--- src/rtl/core/vps_pkg.sv ---
// Shared types, command codes and built-in notification tables of the vibration sequencer.
`timescale 1ns / 1ps

package vps_pkg;

    // Command kinds carried by the kind field.
    localparam logic [2:0] KIND_TICK    = 3'd0;
    localparam logic [2:0] KIND_CONT    = 3'd1;
    localparam logic [2:0] KIND_STOP    = 3'd2;
    localparam logic [2:0] KIND_TIMED   = 3'd3;
    localparam logic [2:0] KIND_BURST   = 3'd4;
    localparam logic [2:0] KIND_STEP    = 3'd5;
    localparam logic [2:0] KIND_NOTIFY  = 3'd6;

    // One command item as it is taken from the input channel.
    typedef struct packed {
        logic [2:0]         kind;
        logic [15:0]        on_ms;
        logic [15:0]        off_ms;
        logic [15:0]        burst_count;
        logic signed [16:0] step_ms;
        logic               last_step;
        logic [3:0]         notice;
    } vps_cmd_t;

    // One result item.
    typedef struct packed {
        logic motor_on;
        logic busy_res;
        logic accepted;
        logic finished;
    } vps_res_t;

    // Table entries: positive is an on step, negative an off step, in milliseconds.
    typedef logic signed [11:0] note_ms_t;

    localparam int NOTE_ROWS = 15;
    localparam int NOTE_COLS = 16;

    localparam note_ms_t NZ = 12'sd0;

    localparam note_ms_t NOTE_TABLE [NOTE_ROWS][NOTE_COLS] = '{
        '{12'sd100, -12'sd100, 12'sd100, -12'sd100, 12'sd100, NZ, NZ, NZ,
          NZ, NZ, NZ, NZ, NZ, NZ, NZ, NZ},
        '{12'sd1300, -12'sd1000, 12'sd1300, -12'sd1000, 12'sd1300, -12'sd1000, NZ, NZ,
          NZ, NZ, NZ, NZ, NZ, NZ, NZ, NZ},
        '{12'sd100, -12'sd100, 12'sd100, -12'sd500, 12'sd100, -12'sd100, 12'sd100, NZ,
          NZ, NZ, NZ, NZ, NZ, NZ, NZ, NZ},
        '{12'sd500, -12'sd200, 12'sd500, -12'sd200, 12'sd500, NZ, NZ, NZ,
          NZ, NZ, NZ, NZ, NZ, NZ, NZ, NZ},
        '{12'sd300, -12'sd100, NZ, NZ, NZ, NZ, NZ, NZ,
          NZ, NZ, NZ, NZ, NZ, NZ, NZ, NZ},
        '{12'sd300, -12'sd100, 12'sd200, -12'sd100, 12'sd100, -12'sd100, NZ, NZ,
          NZ, NZ, NZ, NZ, NZ, NZ, NZ, NZ},
        '{12'sd300, -12'sd100, 12'sd300, -12'sd100, 12'sd300, -12'sd500, 12'sd300, -12'sd100,
          12'sd300, -12'sd100, 12'sd300, NZ, NZ, NZ, NZ, NZ},
        '{12'sd100, -12'sd50, 12'sd100, -12'sd50, 12'sd100, -12'sd50, 12'sd100, -12'sd50,
          12'sd100, -12'sd50, 12'sd100, -12'sd50, NZ, NZ, NZ, NZ},
        '{12'sd200, -12'sd100, 12'sd200, -12'sd100, 12'sd200, -12'sd300, 12'sd200, -12'sd100,
          12'sd200, NZ, NZ, NZ, NZ, NZ, NZ, NZ},
        '{12'sd300, -12'sd300, 12'sd100, NZ, NZ, NZ, NZ, NZ,
          NZ, NZ, NZ, NZ, NZ, NZ, NZ, NZ},
        '{NOTE_COLS{NZ}},
        '{NOTE_COLS{NZ}},
        '{NOTE_COLS{NZ}},
        '{NOTE_COLS{NZ}},
        '{NOTE_COLS{NZ}}
    };

    // Number of steps in each table row.
    localparam logic [4:0] NOTE_LEN [NOTE_ROWS] = '{
        5'd5, 5'd6, 5'd7, 5'd5, 5'd2, 5'd6, 5'd11, 5'd12, 5'd9, 5'd3,
        5'd0, 5'd0, 5'd0, 5'd0, 5'd0
    };

endpackage

--- src/rtl/core/vps_cmd_if.sv ---
// Command channel interface of the vibration sequencer.
`timescale 1ns / 1ps

interface vps_cmd_if;
    logic               valid;
    logic               ready;
    logic [2:0]         kind;
    logic [15:0]        on_ms;
    logic [15:0]        off_ms;
    logic [15:0]        burst_count;
    logic signed [16:0] step_ms;
    logic               last_step;
    logic [3:0]         notice;

    modport source (
        output valid, kind, on_ms, off_ms, burst_count, step_ms, last_step, notice,
        input  ready
    );

    modport sink (
        input  valid, kind, on_ms, off_ms, burst_count, step_ms, last_step, notice,
        output ready
    );
endinterface

--- src/rtl/core/vps_res_if.sv ---
// Result channel interface of the vibration sequencer.
`timescale 1ns / 1ps

interface vps_res_if;
    logic valid;
    logic ready;
    logic motor_on;
    logic busy_res;
    logic accepted;
    logic finished;

    modport source (
        output valid, motor_on, busy_res, accepted, finished,
        input  ready
    );

    modport sink (
        input  valid, motor_on, busy_res, accepted, finished,
        output ready
    );
endinterface

--- src/rtl/core/vps_step.sv ---
// Activity state registers and the combinational update for one command or tick.
`timescale 1ns / 1ps

module vps_step #(
    parameter int PATTERN_COUNT     = 10,
    parameter int MAX_PATTERN_STEPS = 12,
    parameter int DURATION_BITS     = 16
) (
    input  logic              clk,
    input  logic              rst_n,
    input  logic              cmd_fire,
    input  vps_pkg::vps_cmd_t cmd_data,
    output vps_pkg::vps_res_t res_data
);
    import vps_pkg::*;

    typedef enum logic [4:0] {
        MODE_IDLE  = 5'b00001,
        MODE_TIMED = 5'b00010,
        MODE_BURST = 5'b00100,
        MODE_STEP  = 5'b01000,
        MODE_NOTE  = 5'b10000
    } mode_t;

    typedef struct packed {
        logic                     level;
        logic [DURATION_BITS-1:0] dur;
    } step_load_t;

    localparam int               SW     = (DURATION_BITS > 17) ? DURATION_BITS : 17;
    localparam logic [SW-1:0]    DMAX_W = SW'({DURATION_BITS{1'b1}});
    localparam logic [3:0]       PCOUNT = 4'(PATTERN_COUNT);
    localparam logic [4:0]       MSTEPS = 5'(MAX_PATTERN_STEPS);

    // Saturate a duration to the largest value the phase counter holds.
    function automatic logic [DURATION_BITS-1:0] sat_dur(input logic [16:0] v);
        logic [SW-1:0] vw;
        begin
            vw = SW'(v);
            if (vw > DMAX_W)
                sat_dur = DURATION_BITS'(DMAX_W);
            else
                sat_dur = DURATION_BITS'(vw);
        end
    endfunction

    // Table length of a notification, zero where there is no table.
    function automatic logic [4:0] note_length(input logic [3:0] n);
        logic [4:0] len;
        begin
            if (n == 4'd0 || n > PCOUNT)
            begin
                len = 5'd0;
            end
            else
            begin
                len = NOTE_LEN[n - 4'd1];
                if (len > MSTEPS)
                    len = MSTEPS;
            end
            note_length = len;
        end
    endfunction

    // Level and duration of one table step.
    function automatic step_load_t note_load(input logic [3:0] num, input logic [3:0] pos);
        note_ms_t   e;
        logic [10:0] mag;
        step_load_t r;
        begin
            e = NOTE_TABLE[num - 4'd1][pos];
            if (e > 12'sd0)
            begin
                r.level = 1'b1;
                mag     = e[10:0];
            end
            else
            begin
                r.level = 1'b0;
                mag     = 11'(-e);
            end
            r.dur = sat_dur({6'd0, mag});
            note_load = r;
        end
    endfunction

    mode_t                    mode_reg,  mode_next;
    logic [DURATION_BITS-1:0] phase_reg, phase_next;
    logic [15:0]              reps_reg,  reps_next;
    logic [DURATION_BITS-1:0] on_reg,    on_next;
    logic [DURATION_BITS-1:0] off_reg,   off_next;
    logic [3:0]               pnum_reg,  pnum_next;
    logic [3:0]               ppos_reg,  ppos_next;
    logic                     level_reg, level_next;
    logic                     last_reg,  last_next;

    logic                     busy;
    logic                     acc;
    logic                     fin;
    logic                     adv;
    logic [DURATION_BITS-1:0] phase_dec;
    logic [16:0]              step_mag;
    logic [4:0]               npos;
    step_load_t               ld;

    assign busy = (mode_reg != MODE_IDLE);

    // Command or tick, then the walk past any phase that has run out.
    always_comb
    begin
        mode_next  = mode_reg;
        phase_next = phase_reg;
        reps_next  = reps_reg;
        on_next    = on_reg;
        off_next   = off_reg;
        pnum_next  = pnum_reg;
        ppos_next  = ppos_reg;
        level_next = level_reg;
        last_next  = last_reg;
        acc        = 1'b0;
        fin        = 1'b0;
        adv        = 1'b0;
        npos       = 5'd0;
        ld         = '0;
        phase_dec  = (phase_reg == '0) ? phase_reg : phase_reg - 1'b1;
        step_mag   = cmd_data.step_ms[16] ? 17'(~cmd_data.step_ms + 17'sd1)
                                          : 17'(cmd_data.step_ms);

        if (cmd_data.kind == KIND_TICK)
        begin
            if (busy)
            begin
                phase_next = phase_dec;
                adv        = (phase_dec == '0);
            end
        end
        else if (!busy)
        begin
            case (cmd_data.kind)
                KIND_CONT:
                begin
                    acc        = 1'b1;
                    level_next = 1'b1;
                end
                KIND_STOP:
                begin
                    acc        = 1'b1;
                    level_next = 1'b0;
                end
                KIND_TIMED:
                begin
                    acc        = 1'b1;
                    level_next = 1'b1;
                    mode_next  = MODE_TIMED;
                    phase_next = sat_dur({1'b0, cmd_data.on_ms});
                    adv        = (phase_next == '0);
                end
                KIND_BURST:
                begin
                    acc       = 1'b1;
                    on_next   = sat_dur({1'b0, cmd_data.on_ms});
                    off_next  = sat_dur({1'b0, cmd_data.off_ms});
                    reps_next = cmd_data.burst_count;
                    if (cmd_data.burst_count == 16'd0)
                    begin
                        fin = 1'b1;
                    end
                    else
                    begin
                        mode_next  = MODE_BURST;
                        ppos_next  = 4'd0;
                        level_next = 1'b1;
                        phase_next = on_next;
                        adv        = (on_next == '0);
                    end
                end
                KIND_STEP:
                begin
                    acc        = 1'b1;
                    level_next = !cmd_data.step_ms[16] && (cmd_data.step_ms != 17'sd0);
                    last_next  = cmd_data.last_step;
                    mode_next  = MODE_STEP;
                    phase_next = sat_dur(step_mag);
                    adv        = (phase_next == '0);
                end
                KIND_NOTIFY:
                begin
                    acc = 1'b1;
                    if (note_length(cmd_data.notice) == 5'd0)
                    begin
                        fin = 1'b1;
                    end
                    else
                    begin
                        ld         = note_load(cmd_data.notice, 4'd0);
                        pnum_next  = cmd_data.notice;
                        ppos_next  = 4'd0;
                        mode_next  = MODE_NOTE;
                        level_next = ld.level;
                        phase_next = ld.dur;
                        adv        = (ld.dur == '0);
                    end
                end
                default:
                begin
                    acc = 1'b0;
                end
            endcase
        end

        // A phase has ended: move to the next one of nonzero length, or finish.
        if (adv)
        begin
            case (mode_next)
                MODE_TIMED:
                begin
                    level_next = 1'b0;
                    mode_next  = MODE_IDLE;
                    fin        = 1'b1;
                end
                MODE_BURST:
                begin
                    if (ppos_next == 4'd0 && off_next != '0)
                    begin
                        // On time over: start the pause.
                        level_next = 1'b0;
                        ppos_next  = 4'd1;
                        phase_next = off_next;
                    end
                    else if (reps_next == 16'd1)
                    begin
                        // Last cycle done.
                        if (ppos_next == 4'd0)
                            level_next = 1'b0;
                        reps_next = 16'd0;
                        ppos_next = 4'd1;
                        mode_next = MODE_IDLE;
                        fin       = 1'b1;
                    end
                    else if (on_next != '0)
                    begin
                        // Next cycle starts with its on time.
                        reps_next  = reps_next - 16'd1;
                        level_next = 1'b1;
                        ppos_next  = 4'd0;
                        phase_next = on_next;
                    end
                    else if (ppos_next == 4'd1 && off_next != '0)
                    begin
                        // Empty on time: straight into the next pause.
                        reps_next  = reps_next - 16'd1;
                        level_next = 1'b0;
                        ppos_next  = 4'd1;
                        phase_next = off_next;
                    end
                    else
                    begin
                        // Every remaining phase is empty.
                        reps_next  = 16'd0;
                        level_next = 1'b0;
                        ppos_next  = 4'd1;
                        mode_next  = MODE_IDLE;
                        fin        = 1'b1;
                    end
                end
                MODE_STEP:
                begin
                    mode_next = MODE_IDLE;
                    fin       = last_next;
                end
                MODE_NOTE:
                begin
                    npos = {1'b0, ppos_next} + 5'd1;
                    if (npos >= note_length(pnum_next))
                    begin
                        mode_next = MODE_IDLE;
                        fin       = 1'b1;
                    end
                    else
                    begin
                        ld         = note_load(pnum_next, npos[3:0]);
                        ppos_next  = npos[3:0];
                        level_next = ld.level;
                        phase_next = ld.dur;
                    end
                end
                default:
                begin
                    mode_next = MODE_IDLE;
                end
            endcase
        end
    end

    // Result of this item, taken from the updated state.
    always_comb
    begin
        res_data.motor_on = level_next;
        res_data.busy_res = (mode_next != MODE_IDLE);
        res_data.accepted = acc;
        res_data.finished = fin;
    end

    // State registers advance on every transfer.
    always_ff @(posedge clk or negedge rst_n)
    begin
        if (!rst_n)
        begin
            mode_reg  <= MODE_IDLE;
            phase_reg <= '0;
            reps_reg  <= 16'd0;
            on_reg    <= '0;
            off_reg   <= '0;
            pnum_reg  <= 4'd0;
            ppos_reg  <= 4'd0;
            level_reg <= 1'b0;
            last_reg  <= 1'b0;
        end
        else if (cmd_fire)
        begin
            mode_reg  <= mode_next;
            phase_reg <= phase_next;
            reps_reg  <= reps_next;
            on_reg    <= on_next;
            off_reg   <= off_next;
            pnum_reg  <= pnum_next;
            ppos_reg  <= ppos_next;
            level_reg <= level_next;
            last_reg  <= last_next;
        end
    end

endmodule

--- src/rtl/core/vps_res_buf.sv ---
// Two-entry result buffer that decouples the command side from the result side.
`timescale 1ns / 1ps

module vps_res_buf (
    input  logic              clk,
    input  logic              rst_n,
    input  logic              push,
    input  vps_pkg::vps_res_t push_data,
    input  logic              pop_ready,
    output logic              head_valid,
    output vps_pkg::vps_res_t head_data,
    output logic              full
);
    import vps_pkg::*;

    logic [1:0] count_reg, count_next;
    vps_res_t   slot0_reg, slot0_next;
    vps_res_t   slot1_reg, slot1_next;
    logic       pop;

    assign head_valid = (count_reg != 2'd0);
    assign head_data  = slot0_reg;
    assign full       = (count_reg == 2'd2);
    assign pop        = head_valid && pop_ready;

    // Fill and drain; the head entry is always slot 0.
    always_comb
    begin
        count_next = count_reg;
        slot0_next = slot0_reg;
        slot1_next = slot1_reg;
        if (push && !pop)
        begin
            count_next = count_reg + 2'd1;
            if (count_reg == 2'd0)
                slot0_next = push_data;
            else
                slot1_next = push_data;
        end
        else if (pop && !push)
        begin
            count_next = count_reg - 2'd1;
            slot0_next = slot1_reg;
        end
        else if (pop && push)
        begin
            if (count_reg == 2'd1)
            begin
                slot0_next = push_data;
            end
            else
            begin
                slot0_next = slot1_reg;
                slot1_next = push_data;
            end
        end
    end

    // Fill count.
    always_ff @(posedge clk or negedge rst_n)
    begin
        if (!rst_n)
            count_reg <= 2'd0;
        else
            count_reg <= count_next;
    end

    // Result payload.
    always_ff @(posedge clk)
    begin
        slot0_reg <= slot0_next;
        slot1_reg <= slot1_next;
    end

endmodule

--- src/rtl/core/vibration_pattern_sequencer.sv ---
// Top level of the vibration sequencer: command channel in, one result per command out.
//
//   Channel  Direction  Payload
//   cmd      in         kind, on_ms, off_ms, burst_count, step_ms, last_step, notice
//   res      out        motor_on, busy_res, accepted, finished
//
// One item per clock cycle while cmd.ready is high: each transfer updates the registered activity state.
// The result of an item is registered into a two-entry buffer and presented once earlier results are taken.
// cmd.ready falls only while both buffer entries hold results that res has not taken.
// rst_n clears the activity to idle with the motor off and empties the buffer.
`timescale 1ns / 1ps

module vibration_pattern_sequencer #(
    parameter int PATTERN_COUNT     = 10,
    parameter int MAX_PATTERN_STEPS = 12,
    parameter int DURATION_BITS     = 16
) (
    input logic       clk,
    input logic       rst_n,
    vps_cmd_if.sink   cmd,
    vps_res_if.source res
);
    import vps_pkg::*;

    vps_cmd_t cmd_data;
    vps_res_t step_res;
    vps_res_t head_data;
    logic     cmd_fire;
    logic     buf_full;
    logic     head_valid;

    // Command transfer.
    assign cmd.ready = !buf_full;
    assign cmd_fire  = cmd.valid && cmd.ready;

    always_comb
    begin
        cmd_data.kind        = cmd.kind;
        cmd_data.on_ms       = cmd.on_ms;
        cmd_data.off_ms      = cmd.off_ms;
        cmd_data.burst_count = cmd.burst_count;
        cmd_data.step_ms     = cmd.step_ms;
        cmd_data.last_step   = cmd.last_step;
        cmd_data.notice      = cmd.notice;
    end

    vps_step #(
        .PATTERN_COUNT     (PATTERN_COUNT),
        .MAX_PATTERN_STEPS (MAX_PATTERN_STEPS),
        .DURATION_BITS     (DURATION_BITS)
    ) u_step (
        .clk      (clk),
        .rst_n    (rst_n),
        .cmd_fire (cmd_fire),
        .cmd_data (cmd_data),
        .res_data (step_res)
    );

    vps_res_buf u_buf (
        .clk        (clk),
        .rst_n      (rst_n),
        .push       (cmd_fire),
        .push_data  (step_res),
        .pop_ready  (res.ready),
        .head_valid (head_valid),
        .head_data  (head_data),
        .full       (buf_full)
    );

    // Result transfer.
    assign res.valid    = head_valid;
    assign res.motor_on = head_data.motor_on;
    assign res.busy_res = head_data.busy_res;
    assign res.accepted = head_data.accepted;
    assign res.finished = head_data.finished;

endmodule

--- src/flat_wrapper.sv ---
// flat-port wrapper written by rule: the top's interface ports become plain ports
module vibration_pattern_sequencer_flat import vps_pkg::*;
#(
    parameter int PATTERN_COUNT     = 10,
    parameter int MAX_PATTERN_STEPS = 12,
    parameter int DURATION_BITS     = 16
)
  (clk, rst_n, cmd_valid, cmd_kind, cmd_on_ms, cmd_off_ms, cmd_burst_count, cmd_step_ms, cmd_last_step, cmd_notice, cmd_ready, res_valid, res_motor_on, res_busy_res, res_accepted, res_finished, res_ready);
  vps_cmd_if cmd_i ();
  vps_res_if res_i ();
  input logic clk;
  input logic rst_n;
  input wire logic [$bits(cmd_i.valid)-1:0] cmd_valid;
  input wire logic [$bits(cmd_i.kind)-1:0] cmd_kind;
  input wire logic [$bits(cmd_i.on_ms)-1:0] cmd_on_ms;
  input wire logic [$bits(cmd_i.off_ms)-1:0] cmd_off_ms;
  input wire logic [$bits(cmd_i.burst_count)-1:0] cmd_burst_count;
  input wire logic [$bits(cmd_i.step_ms)-1:0] cmd_step_ms;
  input wire logic [$bits(cmd_i.last_step)-1:0] cmd_last_step;
  input wire logic [$bits(cmd_i.notice)-1:0] cmd_notice;
  output wire logic [$bits(cmd_i.ready)-1:0] cmd_ready;
  output wire logic [$bits(res_i.valid)-1:0] res_valid;
  output wire logic [$bits(res_i.motor_on)-1:0] res_motor_on;
  output wire logic [$bits(res_i.busy_res)-1:0] res_busy_res;
  output wire logic [$bits(res_i.accepted)-1:0] res_accepted;
  output wire logic [$bits(res_i.finished)-1:0] res_finished;
  input wire logic [$bits(res_i.ready)-1:0] res_ready;
  assign cmd_i.valid = cmd_valid;
  assign cmd_i.kind = cmd_kind;
  assign cmd_i.on_ms = cmd_on_ms;
  assign cmd_i.off_ms = cmd_off_ms;
  assign cmd_i.burst_count = cmd_burst_count;
  assign cmd_i.step_ms = cmd_step_ms;
  assign cmd_i.last_step = cmd_last_step;
  assign cmd_i.notice = cmd_notice;
  assign cmd_ready = cmd_i.ready;
  assign res_valid = res_i.valid;
  assign res_motor_on = res_i.motor_on;
  assign res_busy_res = res_i.busy_res;
  assign res_accepted = res_i.accepted;
  assign res_finished = res_i.finished;
  assign res_i.ready = res_ready;
  vibration_pattern_sequencer #(.PATTERN_COUNT(PATTERN_COUNT), .MAX_PATTERN_STEPS(MAX_PATTERN_STEPS), .DURATION_BITS(DURATION_BITS)) u_core (.clk(clk), .rst_n(rst_n), .cmd(cmd_i), .res(res_i));
endmodule
--- config.mk ---
export PLATFORM = sky130hd
export DESIGN_NAME = vibration_pattern_sequencer_flat
export DESIGN_NICKNAME = d
export VERILOG_FILES = /design/src/rtl/core/vps_pkg.sv /design/src/rtl/core/vps_cmd_if.sv /design/src/rtl/core/vps_res_if.sv /design/src/rtl/core/vps_step.sv /design/src/rtl/core/vps_res_buf.sv /design/src/rtl/core/vibration_pattern_sequencer.sv /design/src/flat_wrapper.sv
export SDC_FILE = /design/constraint.sdc
export NUM_CORES = 1
export LEC_CHECK = 0
export ABC_AREA = 1
export BUFFER_PORTS_ARGS = -buffer_cell sky130_fd_sc_hd__buf_2
export CAP_MARGIN = 30
export CORE_MARGIN = 2
export CORE_UTILIZATION = 55
export DETAILED_ROUTE_END_ITERATION = 10
export MAX_ROUTING_LAYER = met4
export PLACE_DENSITY = 0.74
export SLEW_MARGIN = 20
export SYNTH_ARGS = -nofsm -noshare
export SYNTH_HDL_FRONTEND = slang
export SYNTH_SLANG_ARGS = --single-unit
export TNS_END_PERCENT = 20
--- constraint.sdc ---
create_clock -name clk -period 5.56 [get_ports clk]
set_clock_uncertainty 0.1 [all_clocks]
set_input_delay 1.112 -clock clk [delete_from_list [all_inputs] [get_ports clk]]
set_output_delay 1.112 -clock clk [all_outputs]
set_load 0.01 [all_outputs]
==> results.cfg, run 1 <==
[floorplan]
io-pin-count = 83
fp.dieW_um = 137
core_sq_mm = 0.0174
fp.dieH_um = 137
die_area_sq_mm = 0.0189
start_util = 0.564
num_rows = 48

[global_routing]
grt_start_max_net_pins = 104
grt_pass1_wl_mm = 54.8
antenna_found_initial = 0
gr-total-overflow = 0
grt.total_usage = 0.383
grt_pass1_vias = 10800

[place]
port_buffers = 82
hpwl_mm = 27.2
placed_area_sq_mm = 0.0114
place_congestion = 1.00

[synth]
synth_top_area_cell = dfrtp_1
ys.flop_type = dfrtp_1
synth_cell_type_count = 60
yosys_register_bits = 89
synth.area.top_cells = dfrtp_1 (20%), nand2_1 (17%), o21ai_0 (8.6%)
synthArstFlopShare = 0.910
seq_area_frac_synth = 0.232
postSynthNetCount = 1727
yosysWarnings = 0
synth-edff-count = 8
netlist_instances = 1612
yosysTopAreaCellShare = 0.205
syn_area_sq_mm = 0.00978
avgSynthCellArea_sq_um = 6.07

[setup_path]
arrival_ns = 5.38
worstSetupEndpointType = register
slowest_delay_ns = 0.30
crit_slowest_cell = ha_1
ff2ff_path_depth = 29
crit_type = input pin to register
worstReg2RegStart = u_core.u_step.mode_reg[0]$_DFFE_PN1P_
critPathMaxFanout = 10
regToRegSetupSlack_ns = 1.09
critical_path_required_ns = 5.66
start_kind = input pin
rr_endpoint = u_core.u_buf.head_data[3]$_DFFE_PP_

[pwr]
seqPwrFrac = 0.170
pwr-share-clk = 0.091
power_leakage_nw = 5.92
power_density_mw_per_mm2 = 556
switching_share = 0.535
worst_ir_drop_vdd_mv = 0.496
internal-power_mw = 3.06
p_comb_frac = 0.738
power.switching_mw = 3.51

[timing]
maxSlewViolCount = 0
fin_crit_ns = 5.27
finalHoldWorstSlack_ns = 0.387
clock.fmax_mhz = 190
worstMarginPinSlew_ns = 0.960
hold_viol = 0
rsz0062_at_grt = yes
setup_viol = 0
finalSetupTns_ns = 0
max_slew_margin = 0.360
final.period_utilization = 0.949

[cells_and_area]
final_common_cell = nand2_1
antenna_cells_inserted = 0
final_util = 0.681
layout_common_cells = nand2_1 (433), inv_1 (197), o21ai_0 (164), buf_4 (138), nor2_1 (120)
drive_gt1_frac = 0.178
syn_to_final_growth_pct = 20.7
fillers = 1621
finalNetCount = 1902
fin_area_sq_mm = 0.0118

[clock_network]
cts.htree.levels = 3
clk_path_buf_depth = 2
cts_buffers = 9
tritoncts = built
clk_latency_ns = 0.36
path_clk_slew_ns = 0.07
clock_sinks = 89
holdBufCountCts = 0
cts-root-buf = clkbuf_16

[min_path]
holdPathStages = 2
min_to = u_core.u_step.on_reg[6]$_DFFE_PN0P_
holdCritStartpoint = u_core.u_step.on_reg[6]$_DFFE_PN0P_
hp-class = register to register

[drt]
wl_per_cell_um = 17.2
drtAntennaViolNets = 0
vias = 11900
routed_wirelength_mm = 34.7
drc_errors = 0
firstDrtPassIters = 8
viasPerCell = 5.90
drt_iter0_markers = 1250

[job]
cap_violations = 0

[outcome]
outcome = complete, no violations
[critical path, delay by kind of cell]
family | cells | cell delay, ns
AOI/OAI and AO/OA | 7 | 1.01
adders and majority gates | 4 | 0.86
and+or+nand+nor | 14 | 1.34
buffers and inverters | 8 | 1.05
[power by group through the flow]
stage               Sequential [mW]  Clock [mW]  Combinational (mW)
floorplan                      1.05           0                2.94
global placement               1.11           0                4.57
detailed placement             1.11           0                4.61
CTS                            1.11       0.601                4.65
global route                   1.14       0.629                5.38
finish                         1.12       0.600                4.85
[logic make-up after synthesis]
| family | count (synthesis) | share of synthesized area |
|---|---|---|
| AO/OA/AOI/OAI | 368 | 0.216 |
| XOR/XNOR | 30 | 0.0269 |
| adder cells (fa/ha/maj) | 38 | 0.0486 |
| buffers and inverters | 282 | 0.111 |
| flip-flops | 89 | 0.232 |
| multiplexers | 11 | 0.0116 |
| AND/OR/NAND/NOR | 794 | 0.354 |
[routing by layer]
metal | vias to the layer above | share of wire | track usage
li1 | 5749 | - | -
met1 | 5454 | 0.42 | 0.503
met2 | 601 | 0.44 | 0.586
met3 | 102 | 0.098 | 0.0699
met4 | 0 | 0.041 | 0.151
met5 | - | 0 | -
[per-stage QoR]
stage          power [mW]  instances  setup WS [ns]
2_1_floorplan        3.99       1612         0.0168
3_3_place_gp         5.68       1998         -0.107
3_5_place_dp         5.73       1999         -0.235
4_1_cts              6.36       2015          0.113
5_1_grt              7.14       2017        -0.0719
6_report             6.57       2017          0.286
[repair_timing]
| action | 4_1_cts | 5_1_grt |
|---|---|---|
| setup endpoints to repair | 0 | 30 |
| resized for setup | 0 | 31 |
| buffers inserted | 0 | 2 |
[synthesized netlist by cell type (all sizes together), types with 3 or more instances]
cell     instances
a21oi           75
a22oi           17
a31oi           13
and3             4
buf             20
clkbuf          39
clkinv           7
dfrtp           80
edfxtp           8
ha              38
inv            216
mux2             3
mux2i            8
nand2          448
nand3          102
nand4           38
nor2           131
nor3            33
nor4            21
nor4b            3
o2111ai          4
o211ai          37
o21ai          191
o221ai           6
o22ai            8
o31ai            3
or2              9
xnor2            9
xor2            21
[how the worst max path moves through the flow]
stage,start,end,depth (start not counted),slack (ns)
final,cmd_notice[0],u_core.u_buf.head_data[3]$_DFFE_PP_,33,0.29
after global routing,cmd_notice[0],u_core.u_buf.head_data[3]$_DFFE_PP_,36,-0.07
after CTS,cmd_notice[0],u_core.u_buf.head_data[0]$_DFFE_PP_,36,0.11
after detailed placement,cmd_notice[0],u_core.u_buf.head_data[0]$_DFFE_PP_,36,-0.23
after global placement,cmd_notice[0],u_core.u_buf.head_data[0]$_DFFE_PP_,36,-0.11
after floorplan,cmd_notice[0],u_core.u_buf.head_data[0]$_DFFE_PP_,34,0.02
[final cells by class]
| type | instances | area (sq um) | share of cell area |
|---|---|---|---|
| clock buffers | 10 | 239 | 0.0202 |
| clock inverters | 6 | 48.8 | 0.00413 |
| inverters | 223 | 847 | 0.0717 |
| multi-input cells | 1241 | 6610 | 0.559 |
| flip-flops and latches | 89 | 2270 | 0.192 |
| well taps | 225 | 282 | 0.0238 |
| repair buffers | 223 | 1520 | 0.129 |
Power figures use the tool's default switching activity.
==> run 2, diff against run 1 <==
==> constraint.sdc (replaced) <==
create_clock -name clk -period 5.56 [get_ports clk]
set_clock_uncertainty 0.1 [all_clocks]
set_input_delay 0.834 -clock clk [delete_from_list [all_inputs] [get_ports clk]]
set_output_delay 0.834 -clock clk [all_outputs]
set_load 0.01 [all_outputs]
==> results.cfg, run 2 (synthesized netlist as in run 1, its figures left out) <==
[cells_and_area]
finalNonFillerCells = 2002
layout_common_cells = nand2_1 (433), inv_1 (201), o21ai_0 (167), nor2_1 (124), buf_4 (123)
finalNetCount = 1887
fillers = 1660
final_common_cell = nand2_1
antenna_cells_inserted = 0
syn_to_final_growth_pct = 19.2
drive_gt1_frac = 0.163

[pwr]
worst_ir_drop_vdd_mv = 0.429
power_leakage_nw = 5.86
power_density_mw_per_mm2 = 552
total_power_mw = 6.44

[setup_path]
critPathMaxFanout = 6
cpMostUsedCell = inv_1
endpoint = u_core.u_buf.head_data[0]$_DFFE_PP_
slowest_delay_ns = 0.28
worstSetupEndpointType = register
crit_slowest_cell = ha_1
crit_type = input pin to register
ff2ff_path_depth = 22
start_kind = input pin
arrival_ns = 5.21
rr_endpoint = u_core.u_step.reps_reg[11]$_DFFE_PN0P_
critical_path_required_ns = 5.57
worstReg2RegStart = u_core.u_step.phase_reg[0]$_DFFE_PN0P_
crit_start = cmd_notice[0]
regToRegSetupSlack_ns = 0.78

[global_routing]
gr-total-overflow = 0
grt_pass1_vias = 10600
antenna_found_initial = 0
grt_pass1_wl_mm = 55.1
grt.total_usage = 0.384
grt_start_max_net_pins = 104

[timing]
finalSetupTns_ns = 0
max_slew_margin = 0.557
final.period_utilization = 0.934
hold_viol = 0
worstMarginPinSlew_ns = 0.661
setup_viol = 0
fin_crit_ns = 5.19
clock.fmax_mhz = 193
maxSlewViolCount = 0

[drt]
met3WireLength_mm = 3.63
drt_iter0_markers = 1391
routed_wirelength_mm = 34.7
vias = 11900
wl_met1_mm = 14.6
wl_per_cell_um = 17.3
firstDrtPassIters = 6
drc_errors = 0
drtAntennaViolNets = 0
met2_length_mm = 15.2
viasPerCell = 5.94
topRoutingLayerUsed = met4

[place]
hpwl_mm = 26.9
dp.cells = 1985
place_congestion = 1.01
port_buffers = 82

[clock_network]
cts.htree.levels = 3
clk_path_buf_depth = 2
path_clk_slew_ns = 0.07
cts-root-buf = clkbuf_16
clk_latency_ns = 0.36
holdBufCountCts = 0
cts_buffers = 9
tritoncts = built
clock_sinks = 89

[floorplan]
die_area_sq_mm = 0.0189
core_sq_mm = 0.0174
start_util = 0.564
num_rows = 48
fp.dieW_um = 137
fp.dieH_um = 137
io-pin-count = 83

[outcome]
outcome = complete, no violations

[job]
cap_violations = 0

[min_path]
hp-class = input pin to async pin
[run 2: how the worst min path moves through the flow]
stage	end	slack (ns)	cells past startpoint
2_1_floorplan	u_core.u_step.off_reg[13]$_DFFE_PN0P_	0.35	2
4_1_cts	u_core.u_step.off_reg[15]$_DFFE_PN0P_	0.38	2
6_report	u_core.u_step.reps_reg[12]$_DFFE_PN0P_	0.35	1
3_3_place_gp	u_core.u_step.on_reg[0]$_DFFE_PN0P_	0.36	2
5_1_grt	u_core.u_step.reps_reg[12]$_DFFE_PN0P_	0.40	1
3_5_place_dp	u_core.u_step.off_reg[15]$_DFFE_PN0P_	0.37	2
[run 2: layout make-up]
cell class	count	area [sq um]	area share
tap	225	282	0.0241
multi-input combinational	1241	6550	0.562
sequential	89	2270	0.195
clock inverter	7	77.6	0.00665
clock buffer	9	225	0.0193
inverter	223	841	0.0721
timing repair buffer	208	1420	0.121
[run 2: per-layer routing]
layer	up-vias	track usage
met5	-	-
met4	0	0.132
met3	102	0.0596
met2	657	0.579
met1	5412	0.525
li1	5720	-
[run 2: metrics by stage]
stage	area, sq um	utilization	hold WS, ns	setup slack (ns)
CTS	11500	0.665	0.384	0.144
global route	11700	0.672	0.400	-0.0438
floorplan	9810	-	0.348	0.0127
finish	11700	0.672	0.352	0.366
detailed placement	11200	0.648	0.368	-0.182
global placement	11200	0.646	0.362	-0.0498
[run 2: timing repair]
| item | in CTS | in global routing |
|---|---|---|
| resized for setup | 0 | 22 |
| buffers inserted | 0 | 0 |
| endpoints found under the setup margin | 0 | 29 |
[run 2: power by group]
group / leakage [nW] / internal (mW) / switching (mW)
sequential: 1.09 / 0.923 / 0.188
combinational: 4.62 / 1.71 / 2.97
clock: 0.148 / 0.353 / 0.287
[run 2: worst max-delay path, delay by kind of cell]
family / cells / cell delay [ns]
AOI/OAI and AO/OA: 7 / 1.01
adders and majority gates: 5 / 1.10
buffers and inverters: 11 / 1.00
muxes: 1 / 0.28
and+or+nand+nor: 13 / 1.00
